**config.mk**
```make
export PLATFORM = sky130hd
export DESIGN_NAME = rtt_cell
export DESIGN_NICKNAME = d
export VERILOG_FILES = /design/src/rtl/core/rtt_pkg.sv /design/src/rtl/core/rtt_cell.sv
export SDC_FILE = /design/constraint.sdc
export NUM_CORES = 1
export LEC_CHECK = 0
export ABC_AREA = 1
export BUFFER_PORTS_ARGS = -buffer_cell sky130_fd_sc_hd__buf_2
export CAP_MARGIN = 25
export CORE_MARGIN = 3
export CORE_UTILIZATION = 49
export CTS_CLUSTER_DIAMETER = 100
export DETAILED_ROUTE_END_ITERATION = 6
export PLACE_DENSITY_LB_ADDON = 0.12
export SYNTH_ARGS = -nofsm -noshare
export SYNTH_HDL_FRONTEND = slang
export SYNTH_SLANG_ARGS = --single-unit
```
**constraint.sdc**
```tcl
create_clock -name clk -period 2.7 [get_ports clk]
set_input_delay 0.135 -clock clk [delete_from_list [all_inputs] [get_ports clk]]
set_output_delay 0.135 -clock clk [all_outputs]
set_load 0.01 [all_outputs]
```
**src/rtl/core/rtt_pkg.sv**
```systemverilog
// Shared types and constants for the report throttle table.
`timescale 1ns / 1ps

package rtt_pkg;

    localparam int CODE_W = 16;
    localparam int WORD_W = 32;
    localparam logic [WORD_W-1:0] WINDOW_RESET = 32'd60000;

    typedef struct packed {
        logic valid;
        logic hit_found;
        logic hit_pass;
        logic free_found;
        logic victim_found;
    } probe_t;

    typedef struct packed {
        logic en;
        logic new_key;
    } wr_t;

endpackage

```
**src/rtl/core/rtt_cell.sv**
```systemverilog
// One table slot: holds a keyed entry and updates the lookup probe passing through.
`timescale 1ns / 1ps

module rtt_cell #(
    parameter int IDX_W    = 5,
    parameter int CELL_IDX = 0
) (
    input  logic                       clk,
    input  logic                       rst_n,
    input  logic [rtt_pkg::CODE_W-1:0] code,
    input  logic [rtt_pkg::WORD_W-1:0] err,
    input  logic [rtt_pkg::WORD_W-1:0] tgt,
    input  logic [rtt_pkg::WORD_W-1:0] now,
    input  logic [rtt_pkg::WORD_W-1:0] window,
    input  rtt_pkg::probe_t            up_flags,
    input  logic [IDX_W-1:0]           up_hit_idx,
    input  logic [IDX_W-1:0]           up_free_idx,
    input  logic [IDX_W-1:0]           up_victim_idx,
    input  logic [rtt_pkg::WORD_W-1:0] up_victim_age,
    output rtt_pkg::probe_t            dn_flags,
    output logic [IDX_W-1:0]           dn_hit_idx,
    output logic [IDX_W-1:0]           dn_free_idx,
    output logic [IDX_W-1:0]           dn_victim_idx,
    output logic [rtt_pkg::WORD_W-1:0] dn_victim_age,
    input  rtt_pkg::wr_t               wr,
    input  logic [IDX_W-1:0]           wr_idx
);
    import rtt_pkg::*;

    localparam logic [IDX_W-1:0] MY_IDX = IDX_W'(CELL_IDX);

    logic              slot_valid_reg;
    logic [CODE_W-1:0] slot_code_reg;
    logic [WORD_W-1:0] slot_error_reg;
    logic [WORD_W-1:0] slot_target_reg;
    logic [WORD_W-1:0] slot_tick_reg;

    probe_t            dn_flags_reg,      dn_flags_next;
    logic [IDX_W-1:0]  dn_hit_idx_reg,    dn_hit_idx_next;
    logic [IDX_W-1:0]  dn_free_idx_reg,   dn_free_idx_next;
    logic [IDX_W-1:0]  dn_victim_idx_reg, dn_victim_idx_next;
    logic [WORD_W-1:0] dn_victim_age_reg, dn_victim_age_next;

    logic [WORD_W-1:0] age;
    logic              key_hit;
    logic              sel;

    assign age     = now - slot_tick_reg;
    assign key_hit = (slot_code_reg == code) && (slot_error_reg == err) &&
                     (slot_target_reg == tgt);
    assign sel     = wr.en && (wr_idx == MY_IDX);

    always_comb
    begin
        dn_flags_next      = up_flags;
        dn_hit_idx_next    = up_hit_idx;
        dn_free_idx_next   = up_free_idx;
        dn_victim_idx_next = up_victim_idx;
        dn_victim_age_next = up_victim_age;
        if (up_flags.valid)
        begin
            if (slot_valid_reg)
            begin
                if (!up_flags.hit_found && key_hit)
                begin
                    dn_flags_next.hit_found = 1'b1;
                    dn_flags_next.hit_pass  = (age >= window);
                    dn_hit_idx_next         = MY_IDX;
                end
                if (!up_flags.victim_found || (age > up_victim_age))
                begin
                    dn_flags_next.victim_found = 1'b1;
                    dn_victim_idx_next         = MY_IDX;
                    dn_victim_age_next         = age;
                end
            end
            else if (!up_flags.free_found)
            begin
                dn_flags_next.free_found = 1'b1;
                dn_free_idx_next         = MY_IDX;
            end
        end
    end

    always_ff @(posedge clk or negedge rst_n)
    begin
        if (!rst_n)
        begin
            slot_valid_reg <= 1'b0;
            dn_flags_reg   <= '0;
        end
        else
        begin
            dn_flags_reg <= dn_flags_next;
            if (sel && wr.new_key)
            begin
                slot_valid_reg <= 1'b1;
            end
        end
    end

    always_ff @(posedge clk)
    begin
        dn_hit_idx_reg    <= dn_hit_idx_next;
        dn_free_idx_reg   <= dn_free_idx_next;
        dn_victim_idx_reg <= dn_victim_idx_next;
        dn_victim_age_reg <= dn_victim_age_next;
        if (sel)
        begin
            slot_tick_reg <= now;
            if (wr.new_key)
            begin
                slot_code_reg   <= code;
                slot_error_reg  <= err;
                slot_target_reg <= tgt;
            end
        end
    end

    assign dn_flags      = dn_flags_reg;
    assign dn_hit_idx    = dn_hit_idx_reg;
    assign dn_free_idx   = dn_free_idx_reg;
    assign dn_victim_idx = dn_victim_idx_reg;
    assign dn_victim_age = dn_victim_age_reg;

endmodule

```
**Word-level counts from Yosys, hierarchy flattened**

Index checks and enable logic that the tools add are counted.
Widths: inputs -> output; s select.

- Register bits after elaboration: 165
- Word-level logic and storage cells: 48
- Output and inout port bits: 52
- Bits of input ports: 205

- Multiplexer cells: 18
- Eq/ne operators: 3
- Reductions and logical operators: 10
- $lt $le $gt $ge: 2
- Add/sub/neg operators: 1

Operator list:

| operator | count |
|---|---|
| $mux 32 | 3 |
| $eq 32x32->1 | 2 |
| $mux 5 | 9 |
| $ge 32x32->1 | 1 |
| $gt 32x32->1 | 1 |
| $sub 32x32->32 | 1 |
| $eq 16x16->1 | 1 |
| $logic_and 1x1->1 | 5 |
| $logic_not 5->1 | 1 |
| $mux 2 | 2 |
| $mux 4 | 1 |
| $mux 1 | 3 |
| $logic_not 1->1 | 2 |
| $reduce_and 2->1 | 1 |
| $logic_or 1x1->1 | 1 |

**Longest topological paths before layout**

Gate-level depths: netlist (run 1).

- Depth in word-level cells: 7
- Mapped depth: 27
- Gate-level depth less buffers: 26

**Worst setup path after synthesis (run 1)**

Ideal clock, no wire load.

- Path type: input port to flip-flop
- Start: input wr_idx[3]
- End: register slot_code_reg[0], enable pin
- Stages on the path: 5
- Arrival time: 4.432 ns
- Buffers on the path: 0
- Library setup time: 0.434 ns
- Required time: 2.266 ns
- Path slack: -2.166 ns
- Cells stage by stage: nor2_1 nand3_1 nor3_1 nand2_1 inv_1

- Longest elaborated chain between the ends: 3

Ends and longest elaborated chain:

| what | line | source |
|---|---|---|
| start, declared | rtt_cell.sv:26 | `input logic [IDX_W-1:0] wr_idx` |
| $logic_not 5->1 | rtt_cell.sv:51 | `assign sel = wr.en && (wr_idx == MY_IDX);` |
| $logic_and 1x1->1 | rtt_cell.sv:51 |  |
| net sel | rtt_cell.sv:46 | `logic sel;` |
| $reduce_and 2->1 (no source line) | - |  |
| end signal, assigned | rtt_cell.sv:113 | `slot_code_reg <= code;` |
| end, declared | rtt_cell.sv:33 | `logic [CODE_W-1:0] slot_code_reg;` |

The timed path passes the listed nets, and every way through them passes these cells.
A chain may end at the register's enable or synchronous reset.

**Worst setup path after layout (run 1)**

- Start: register slot_tick_reg[16]
- End: register dn_victim_age_reg[9], in the netlist dn_victim_age[9]

- Longest elaborated chain between the ends: 6

Ends and longest elaborated chain:

| what | line | source |
|---|---|---|
| start, declared | rtt_cell.sv:36 | `logic [WORD_W-1:0] slot_tick_reg;` |
| start signal, assigned | rtt_cell.sv:110 | `slot_tick_reg <= now;` |
| $sub 32x32->32 | rtt_cell.sv:48 | `assign age = now - slot_tick_reg;` |
| $gt 32x32->1 | rtt_cell.sv:70 | `if (!up_flags.victim_found \|\| (age > up_victim_age))` |
| $logic_or 1x1->1 | rtt_cell.sv:70 |  |
| $mux 32 | rtt_cell.sv:70 |  |
| $mux 32 | rtt_cell.sv:62 | `if (slot_valid_reg)` |
| $mux 32 | rtt_cell.sv:60 | `if (up_flags.valid)` |
| net dn_victim_age_next[9] | rtt_cell.sv:42 | `logic [WORD_W-1:0] dn_victim_age_reg, dn_victim_age_next;` |
| end signal, assigned | rtt_cell.sv:107 | `dn_victim_age_reg <= dn_victim_age_next;` |
| end, declared | rtt_cell.sv:42 |  |

The timed path passes the listed nets, and every way through them passes these cells.

==> qor.yml, run 1 <==
fin_util_pct: 79.6
gr-usage-all-layers_pct: 28.8
grt_pass1_wl_um: 52000
setup_viol: 38
syn_avg_cell_area_um2: 7.76
synth_edf_count: 112
grt_max_degree: 81
crit_type: "reg -> reg"
root_buffer: "clkbuf_16"
slew_headroom_pct: 69.7
tightest_slew_ps: 454
synth_top_family_by_area: "simple AND/OR/NAND/NOR gates"
violations: "setup timing"
antenna_found_initial: 0
slowest_delay_ps: 390
clk_latency_ps: 440
hold_path.class: "in -> reg"
fmax_ghz: 0.292
vdd_drop_max_uv: 414
setup_ws_ps: -723
io_pins: 257
via_per_inst: 5.00
hpwl_um: 23300
syn_inst: 1340
grt_pass1_vias: 10900
multi_input_area_mm2: 0.00580
grtUsageMet2_pct: 51.7
grt_util_met1_pct: 34.0
grt_overflow_total: 0
numCtsBuffers: 17
startpoint_type: "flip-flop"
clk_path_buf_depth: 2
rsz0062_at_grt: "yes"
layout_commonest_cell: "nand2_1"
synth.area.mux_share_pct: 0
wl_per_cell_um: 16.0
cts.clk_slew.worst_paths_ps: 70
drt_wl_total_um: 35300
die_h_um: 152
fin_crit_ps: 3420
syn_to_final_growth_pct: 57.5
drtIter0Drc: 539
htreeDepth: 4
ys_seq_elements: 165
yosys_warnings: 0
synth_ff_type: "edfxtp_1"
finClkSkew_ps: 11.9
clock_sinks: 165
syn_area_mm2: 0.0104
placed_area_mm2: 0.0130
final_cell_mix: "nand2_1 (321), buf_2 (256), inv_1 (254)"
synth_compound_area_share_pct: 6.78
drc: 0
synth-simple-area-share_pct: 25.5
synth_cell_types: 37
use_met3_pct: 4.67
register_area_mm2: 0.00445
nFillCells: 1377
busiest_layer: "met2"
worst_path_max_delay_cell: "ha_2"
vias: 11000
port_buffers: 256
cap_viol_max_count: 0
dp_slack_ps: -708
syn_nets: 1641
crit_path_max_fanout: 8
outcome: "finished with violations"
worstPathArrival_ps: 3750
num_rows: 52
dieArea_mm2: 0.0230
core_area_mm2: 0.0206
crit_path_cell_trace: "inv_1 -> ha_2 -> nand2_1 -> nor2_1 -> inv_1 -> nor3_2 -> nand2_1 -> nand2_1 -> nand2_1 -> nand2_1 -> inv_1 -> ha_4 -> a21oi_2 -> o21ai_0 -> nand2_1 -> nand2_1 -> nor2_2 -> nand2_1 -> nand2_2 -> nand2_4 -> nand2_8 -> clkbuf_16 -> nand2_2 -> nand2_1"
slew_violations: 0
cp.required_ps: 3030
fin_crit_sh_pct: 127
die_x_um: 152
yosysSeqAreaShare_pct: 42.9
power.leakage_nw: 8.28
synth-xor-area-share_pct: 2.78
hold_viol_final: 0
path_common_cell: "nand2_1"
drtPass1Iterations: 7
finalInstanceArea_mm2: 0.0164
powerDensity_mw_per_mm2: 446
end_kind: "flip-flop"
nets: 2221
cts_tree: "done"
synthArstFlopShare_pct: 3.64
ant_nets: 0
gp_congestion: 0.974
initial_core_util_pct: 50.6
drive_gt1_share_pct: 33.6
synthAdderAreaFrac_pct: 11.6
==> worst paths after layout <==
| kind | from | to | slack (ps) | cells past startpoint |
|---|---|---|---|---|
| max | slot_tick_reg[16]$_DFFE_PP_ | dn_victim_age[9]$_DFF_P_ | -720 | 24 |
| min | up_flags[0] | dn_flags[0]$_DFF_PN0_ | 30 | 2 |
| max reg2reg | slot_tick_reg[16]$_DFFE_PP_ | dn_victim_age[9]$_DFF_P_ | -720 | 24 |
| min reg2reg | slot_valid_reg$_DFFE_PN0P_ | slot_valid_reg$_DFFE_PN0P_ | 540 | 2 |
| max in group asynchronous | rst_n | slot_valid_reg$_DFFE_PN0P_ | 2490 | 2 |
| min in group asynchronous | rst_n | dn_flags[3]$_DFF_PN0_ | 60 | 2 |
==> worst max-delay path, delay by kind of cell, from the launching register on <==
| kind | cells | cell delay (ps) |
|---|---|---|
| adder cells (fa/ha/maj) | 2 | 700 |
| flip-flops | 1 | 330 |
| AO/OA/AOI/OAI | 2 | 310 |
| buffers and inverters | 4 | 460 |
| AND/OR/NAND/NOR | 16 | 1500 |
==> Yosys cell counts, types with 5 or more instances <==
cell      instances  area [um^2]
dfxtp_1          47          941
xor2_1           22          193
nand3_1          68          340
xnor2_1          11         96.3
inv_1           267         1000
nand3b_1          5         37.5
o21a_1            6         45.0
nand2_2          17          106
nand4_1          10         62.6
nand2_1         381         1430
nor2_1          123          462
edfxtp_1        112         3360
o21ai_0          56          280
ha_1             95         1190
or2_2             5         31.3
a21oi_1          59          295
dfrtp_1           6          150
nor3_1           15         75.1
==> cell type report <==
| type | instances | share of cell area [%] |
|---|---|---|
| sequential | 165 | 27.2 |
| antenna | 1 | 0.0153 |
| multi-input combinational | 896 | 35.4 |
| clock buffer | 18 | 2.68 |
| inverter | 270 | 6.26 |
| clock inverter | 14 | 0.994 |
| tap | 270 | 2.06 |
| timing repair buffer | 570 | 25.3 |
==> metal layers <==
layer  share of wire (%)  routed length [um]
met4                 4.0                1400
met1                  39               13700
met5                   0                   0
met2                  51               18100
met3                 6.0                2130
==> timing repair <==
action	in CTS	in global routing
hold buffers	164	0
endpoints found under the setup margin	38	38
cloned	1	1
resized for setup	125	92
pin swaps	11	18
hold endpoints to repair	169	0
buffers inserted	13	6
==> cell families after synthesis <==
kind of cell,after synthesis
compound gates,132
fa+ha+maj,96
simple gates,635
buf+inv,279
xor+xnor,33
flops,165
==> through the flow <==
stage                     hold slack [ps]  power [mW]  instances  TNS (ps)
final                                28.6        7.30       2204    -26180
after global routing                 23.0        7.61       2203    -32550
after floorplan                      -161        3.66       1340     -7060
after global placement              -37.6        4.34       1988    -24480
after detailed placement            -36.2        4.38       1988    -25510
after CTS                            22.3        7.15       2197    -18170
==> power by group <==
group	leakage, nW	internal (mW)	switching (mW)
Combinational	6.52	0.978	1.03
Clock	0.294	1.27	1.20
Sequential	1.47	2.79	0.0319
Total	8.28	5.04	2.26
Note: power is estimated with default switching activity, not from simulation.
==> run 2: changes to the inputs <==
- BUFFER_PORTS_ARGS: -buffer_cell sky130_fd_sc_hd__buf_2 -> -buffer_cell sky130_fd_sc_hd__buf_4
==> qor.yml, run 2 (synthesis gave the netlist of run 1 again) <==
initial_core_util_pct: 50.6  # unchanged
htreeDepth: 4  # unchanged
num_rows: 52  # unchanged
cap_viol_max_count: 0  # unchanged
cp.required_ps: 3020  # about the same
switchingPower_mw: 2.22  # -1.9%
io_pins: 257  # unchanged
crit_family: "simple AND/OR/NAND/NOR gates"
tns_ps: -23510  # +2670 ps
via_per_inst: 5.02  # +0.45%
grt_max_degree: 81  # unchanged
core_area_mm2: 0.0206  # unchanged
pwr-share-clk_pct: 32.2  # -1.6 points
rsz0062_at_grt: "yes"
root_buffer: "clkbuf_16"
nets: 2217  # -0.18%
crit_path_max_fanout: 5  # -3
port_buffers: 256  # unchanged
outcome: "finished with violations"
drt_wl_total_um: 35300  # -0.12%
powerDensity_mw_per_mm2: 437  # -2.0%
ant_nets: 0  # unchanged
multi_input_area_mm2: 0.00562  # -3.1%
die_x_um: 152  # unchanged
numCtsBuffers: 17  # unchanged
violations: "setup timing"
dp_slack_ps: -679  # +29.2 ps
cts_tree: "done"
drtPass1Iterations: 5  # -2
drive_gt1_share_pct: 31.1  # -2.5 points
setup_ws_ps: -670  # +53.2 ps
power.leakage_nw: 8.44  # +1.9%
cts.clk_slew.worst_paths_ps: 70  # about the same
finClkSkew_ps: 10.3  # -1.60 ps
setup_viol: 38  # unchanged
worst_path_max_delay_cell: "edfxtp_1"
vias: 11000  # +0.22%
hold_path.class: "in -> async"
crit_path_cell_trace: "inv_1 -> ha_4 -> nand2_1 -> buf_4 -> nor2_1 -> nand3_1 -> nand2_4 -> nand3b_1 -> nand3_1 -> nand2_2 -> ha_4 -> nand2_2 -> nor2_4 -> nand4_4 -> nor4_4 -> nand3b_1 -> nand2_2 -> nand2_4 -> buf_8 -> clkbuf_16 -> nand3_1 -> nand2_1"
gp_congestion: 0.981  # +0.76%
startpoint_type: "flip-flop"
register_area_mm2: 0.00445  # unchanged
final_cell_mix: "buf_4 (387), nand2_1 (347), inv_1 (258)"
die_h_um: 152  # unchanged
pwr-share-comb_pct: 29.2  # +1.6 points
p_seq_share_pct: 38.6  # about the same
clk_path_buf_depth: 2  # unchanged
fmax_ghz: 0.297  # +1.6%
fin_crit_ps: 3370  # -53.2 ps
slew_violations: 0  # unchanged
clock_sinks: 165  # unchanged
cp_num_buf_inv: 4  # unchanged
fin_crit_sh_pct: 125  # -2.0 points
antenna_cells: 0  # -1
grt_pass1_wl_um: 52400  # +0.80%
grt_pass1_vias: 11200  # +3.2%
wl_per_cell_um: 16.1  # +0.10%
hpwl_um: 23700  # +1.8%
worstPathArrival_ps: 3690  # -60 ps
dieArea_mm2: 0.0230  # unchanged
drc: 0  # unchanged
layout_commonest_cell: "buf_4"
p_int_mw: 5.12  # +1.6%
hold_viol_final: 0  # unchanged
vdd_drop_max_uv: 535  # +29%
grt_overflow_total: 0  # unchanged
drtIter0Drc: 615  # +14%
crit_type: "reg -> reg"
gr-usage-all-layers_pct: 29.2  # +0.44 points
netSwitchingFraction_pct: 30.2  # -0.75 points
nFillCells: 1241  # -9.9%
clk_latency_ps: 430  # about the same
slowest_delay_ps: 340  # -50 ps
slew_headroom_pct: 67.9  # -1.9 points
antenna_found_initial: 0  # unchanged
syn_to_final_growth_pct: 61.5
tightest_slew_ps: 482  # +28.0 ps
worst_hold_slack_ps: 49.8  # +21.2 ps
end_kind: "flip-flop"
[run 2: cell types whose count changed in the layout (fill, tap and decap cells not counted), moves of 6 or more]
cell / previous run / this run
buf_2: 256 / 0
nand2_4: 16 / 10
buf_4: 137 / 387
nor2_1: 103 / 110
nand2_2: 62 / 43
nand2_1: 321 / 347
[run 2: power by group through the flow]
stage / Clock, mW / Combinational (mW) / Sequential, mW
finish: 2.37 / 2.14 / 2.83
global route: 2.50 / 2.33 / 2.83
floorplan: 0 / 0.747 / 2.92
detailed placement: 0 / 1.64 / 2.88
CTS: 2.40 / 1.98 / 2.82
global placement: 0 / 1.60 / 2.88
[run 2: layout make-up]
class                      count  share of cell area (%)
clock buffer                  18                    2.56
clock inverter                14                   0.797
inverter                     270                    6.10
multi-input combinational    897                    33.5
sequential                   165                    26.5
tap                          270                    2.01
timing repair buffer         565                    28.5
[run 2: layer usage]
metal,track usage [%],vias to the layer above,part of all wire [%]
li1,-,5399,-
met1,33.5,5132,38
met2,52.7,397,51
met3,4.82,111,6.1
met4,14.4,0,4.4
met5,0,-,0
[run 2: final timing paths]
kind | from | to | slack (ps) | depth (start not counted)
worst max-delay path | slot_tick_reg[5]$_DFFE_PP_ | dn_victim_age[17]$_DFF_P_ | -670 | 22
worst min-delay path | rst_n | dn_flags[4]$_DFF_PN0_ | 50 | 2
worst max register to register | slot_tick_reg[5]$_DFFE_PP_ | dn_victim_age[17]$_DFF_P_ | -670 | 22
worst min register to register | slot_valid_reg$_DFFE_PN0P_ | slot_valid_reg$_DFFE_PN0P_ | 520 | 2
max in group asynchronous | rst_n | slot_valid_reg$_DFFE_PN0P_ | 2520 | 2
min in group clk | wr[0] | slot_valid_reg$_DFFE_PN0P_ | 50 | 3
[run 2: per-stage QoR]
step | util [%] | instance area (um^2) | power [mW] | cells
floorplan | - | 10400 | 3.66 | 1340
global placement | 66.2 | 13600 | 4.48 | 1984
detailed placement | 66.2 | 13600 | 4.52 | 1984
CTS | 79.9 | 16400 | 7.20 | 2192
global route | 81.7 | 16800 | 7.66 | 2199
finish | 81.7 | 16800 | 7.34 | 2199
[run 2: repair_timing]
| item | in CTS | in global routing |
|---|---|---|
| gates cloned | 2 | 2 |
| pin swaps | 12 | 8 |
| setup buffers | 9 | 5 |
| gates resized for setup | 94 | 70 |
| hold buffers | 165 | 0 |
| hold endpoints to repair | 170 | 0 |
| setup endpoints to repair | 38 | 38 |
==> run 3: changes to the inputs <==
- BUFFER_PORTS_ARGS: -buffer_cell sky130_fd_sc_hd__buf_4 -> -buffer_cell sky130_fd_sc_hd__buf_2
- CORE_MARGIN: 3 -> unset
==> qor.yml, run 3 (synthesis gave the netlist of run 1 again) <==
numCtsBuffers: 17  # unchanged
nets: 2220  # +0.14%
busiest_layer: "met2"
crit_type: "reg -> reg"
power.leakage_nw: 8.20  # -2.8%
via_per_inst: 4.90  # -2.4%
finalInstanceArea_mm2: 0.0162  # -3.5%
setup_viol: 38  # unchanged
fin_crit_sh_pct: 121  # -4.0 points
gp_congestion: 0.943  # -3.9%
crit_family: "simple AND/OR/NAND/NOR gates"
worst_path_max_delay_cell: "edfxtp_1"
dieArea_mm2: 0.0218  # -5.2%
cts_tree: "done"
dp_slack_ps: -745  # -66.0 ps
grt_max_degree: 47  # -42%
switchingPower_mw: 2.21  # -0.39%
powerDensity_mw_per_mm2: 445  # +1.9%
setup_ws_ps: -561  # +109 ps
drtIter0Drc: 503  # -18%
grtUsageMet2_pct: 53.4  # +0.78 points
grt_overflow_total: 0  # unchanged
violations: "setup timing"
initial_core_util_pct: 50.7  # +0.16 points
worst_hold_slack_ps: 14.1  # -35.7 ps
hold_path.class: "in -> reg"
netSwitchingFraction_pct: 30.6  # +0.37 points
cap_viol_max_count: 0  # unchanged
drtPass1Iterations: 5  # unchanged
grt_pass1_vias: 10900  # -3.1%
num_rows: 52  # unchanged
p_seq_share_pct: 39.0  # +0.4 points
drc: 0  # unchanged
pwr-share-clk_pct: 33.8  # +1.6 points
rsz0062_at_grt: "yes"
core_area_mm2: 0.0205  # -0.32%
fin_crit_ps: 3260  # -109 ps
hold_viol_final: 0  # unchanged
gr-usage-all-layers_pct: 29.7  # +0.52 points
vias: 10800  # -2.1%
slew_headroom_pct: 67.6  # -0.24 points
drive_gt1_share_pct: 32.2  # +1.1 points
pwr-share-comb_pct: 27.1  # -2.1 points
placed_area_mm2: 0.0130  # -4.2%
grt_util_met1_pct: 34.1  # +0.66 points
layout_commonest_cell: "nand2_1"
slowest_delay_ps: 360  # +20 ps
use_met3_pct: 4.91  # +0.089 points
die_x_um: 148  # -2.6%
port_buffers: 256  # unchanged
tightest_slew_ps: 485  # +2.59 ps
worstPathArrival_ps: 3620  # -70 ps
antenna_found_initial: 3  # +3
wl_per_cell_um: 14.9  # -6.9%
outcome: "finished with violations"
crit_path_cell_trace: "inv_1 -> ha_4 -> a21oi_2 -> buf_4 -> o21ai_0 -> nor2_1 -> nand2_2 -> nand3b_1 -> nand2_1 -> nand2_1 -> nand2_2 -> ha_4 -> nand2_2 -> nor2_4 -> nand4_4 -> nor4_4 -> nand3b_1 -> nand2_2 -> nand2_4 -> nand2_8 -> clkinvlp_4 -> nor2_1"
io_pins: 257  # unchanged
total_power_mw: 7.22  # -1.6%
final_cell_mix: "nand2_1 (341), buf_2 (256), inv_1 (255)"
clock_sinks: 165  # unchanged
nFillCells: 1355  # +9.2%
syn_to_final_growth_pct: 55.9
crit_path_max_fanout: 7  # +2
htreeDepth: 4  # unchanged
fmax_ghz: 0.307  # +3.3%
startpoint_type: "flip-flop"
hpwl_um: 23200  # -2.1%
die_h_um: 148  # -2.6%
cts.clk_slew.worst_paths_ps: 70  # about the same
vdd_drop_max_uv: 534  # -0.19%
clk_path_buf_depth: 2  # unchanged
path_common_cell: "nand2_2"
cp_num_buf_inv: 3  # -1
clk_latency_ps: 430  # about the same
p_int_mw: 5.01  # -2.1%
end_kind: "flip-flop"
ant_nets: 0  # unchanged
cp.required_ps: 3050  # +30 ps
finClkSkew_ps: 15.5  # +5.18 ps
grt_pass1_wl_um: 50600  # -3.5%
slew_violations: 0  # unchanged
root_buffer: "clkbuf_16"
drt_wl_total_um: 33000  # -6.7%
-- run 3: changes by cell type in the layout (fill, tap and decap cells not counted), moves of 4 or more --
| cell | before | now |
|---|---|---|
| nor2_1 | 110 | 106 |
| ha_1 | 69 | 64 |
| buf_2 | 0 | 256 |
| nand2_2 | 43 | 52 |
| nand2_1 | 347 | 341 |
| ha_4 | 23 | 29 |
| buf_4 | 387 | 140 |
| nand2_4 | 10 | 6 |
-- run 3: final cells by class --
type,instances,area (um^2),share of cell area [%]
well taps,270,338,2.08
diodes,3,7.51,0.0463
clock inverters,14,150,0.926
flip-flops and latches,165,4450,27.5
repair buffers,569,4090,25.3
multi-input cells,896,5710,35.2
clock buffers,18,439,2.71
inverters,270,1020,6.30
-- run 3: worst paths after layout --
kind                                                  start                    endpoint  slack [ps]  cells past startpoint
worst min register to register   slot_valid_reg$_DFFE_PN0P_  slot_valid_reg$_DFFE_PN0P_         530                      2
worst min-delay path                            up_flags[0]       dn_flags[0]$_DFF_PN0_          10                      2
worst max register to register  slot_tick_reg[10]$_DFFE_PP_    dn_victim_idx[3]$_DFF_P_        -560                     22
worst max-delay path            slot_tick_reg[10]$_DFFE_PP_    dn_victim_idx[3]$_DFF_P_        -560                     22
max in group asynchronous                             rst_n       dn_flags[2]$_DFF_PN0_        2470                      2
min in group asynchronous                             rst_n       dn_flags[0]$_DFF_PN0_          80                      2
-- run 3: routing by layer --
metal / share of wire [%] / wire length [um]
met2: 50 / 16600
met5: 0 / 0
met4: 4.2 / 1370
met3: 4.4 / 1440
met1: 41 / 13500
-- run 3: through the flow --
stage / utilization, % / TNS (ps) / std cells
6_report: 79.1 / -19800 / 2205
5_1_grt: 79.1 / -29420 / 2205
4_1_cts: 77.3 / -19340 / 2200
3_5_place_dp: 63.6 / -27200 / 1994
3_3_place_gp: 63.6 / -26580 / 1994
2_1_floorplan: - / -7060 / 1340
-- run 3: what timing repair did --
item,4_1_cts,5_1_grt
hold endpoints to repair,168,0
hold buffers,163,0
pin swaps,24,24
resized for setup,105,68
setup endpoints to repair,38,38
buffers inserted,12,2
-- run 3: power by group through the flow --
stage          combinational (mW)  sequential (mW)  clock (mW)
5_1_grt                      2.15             2.83        2.57
3_3_place_gp                 1.47             2.87           0
3_5_place_dp                 1.51             2.87           0
4_1_cts                      1.82             2.82        2.48
2_1_floorplan               0.747             2.92           0
6_report                     1.96             2.82        2.44
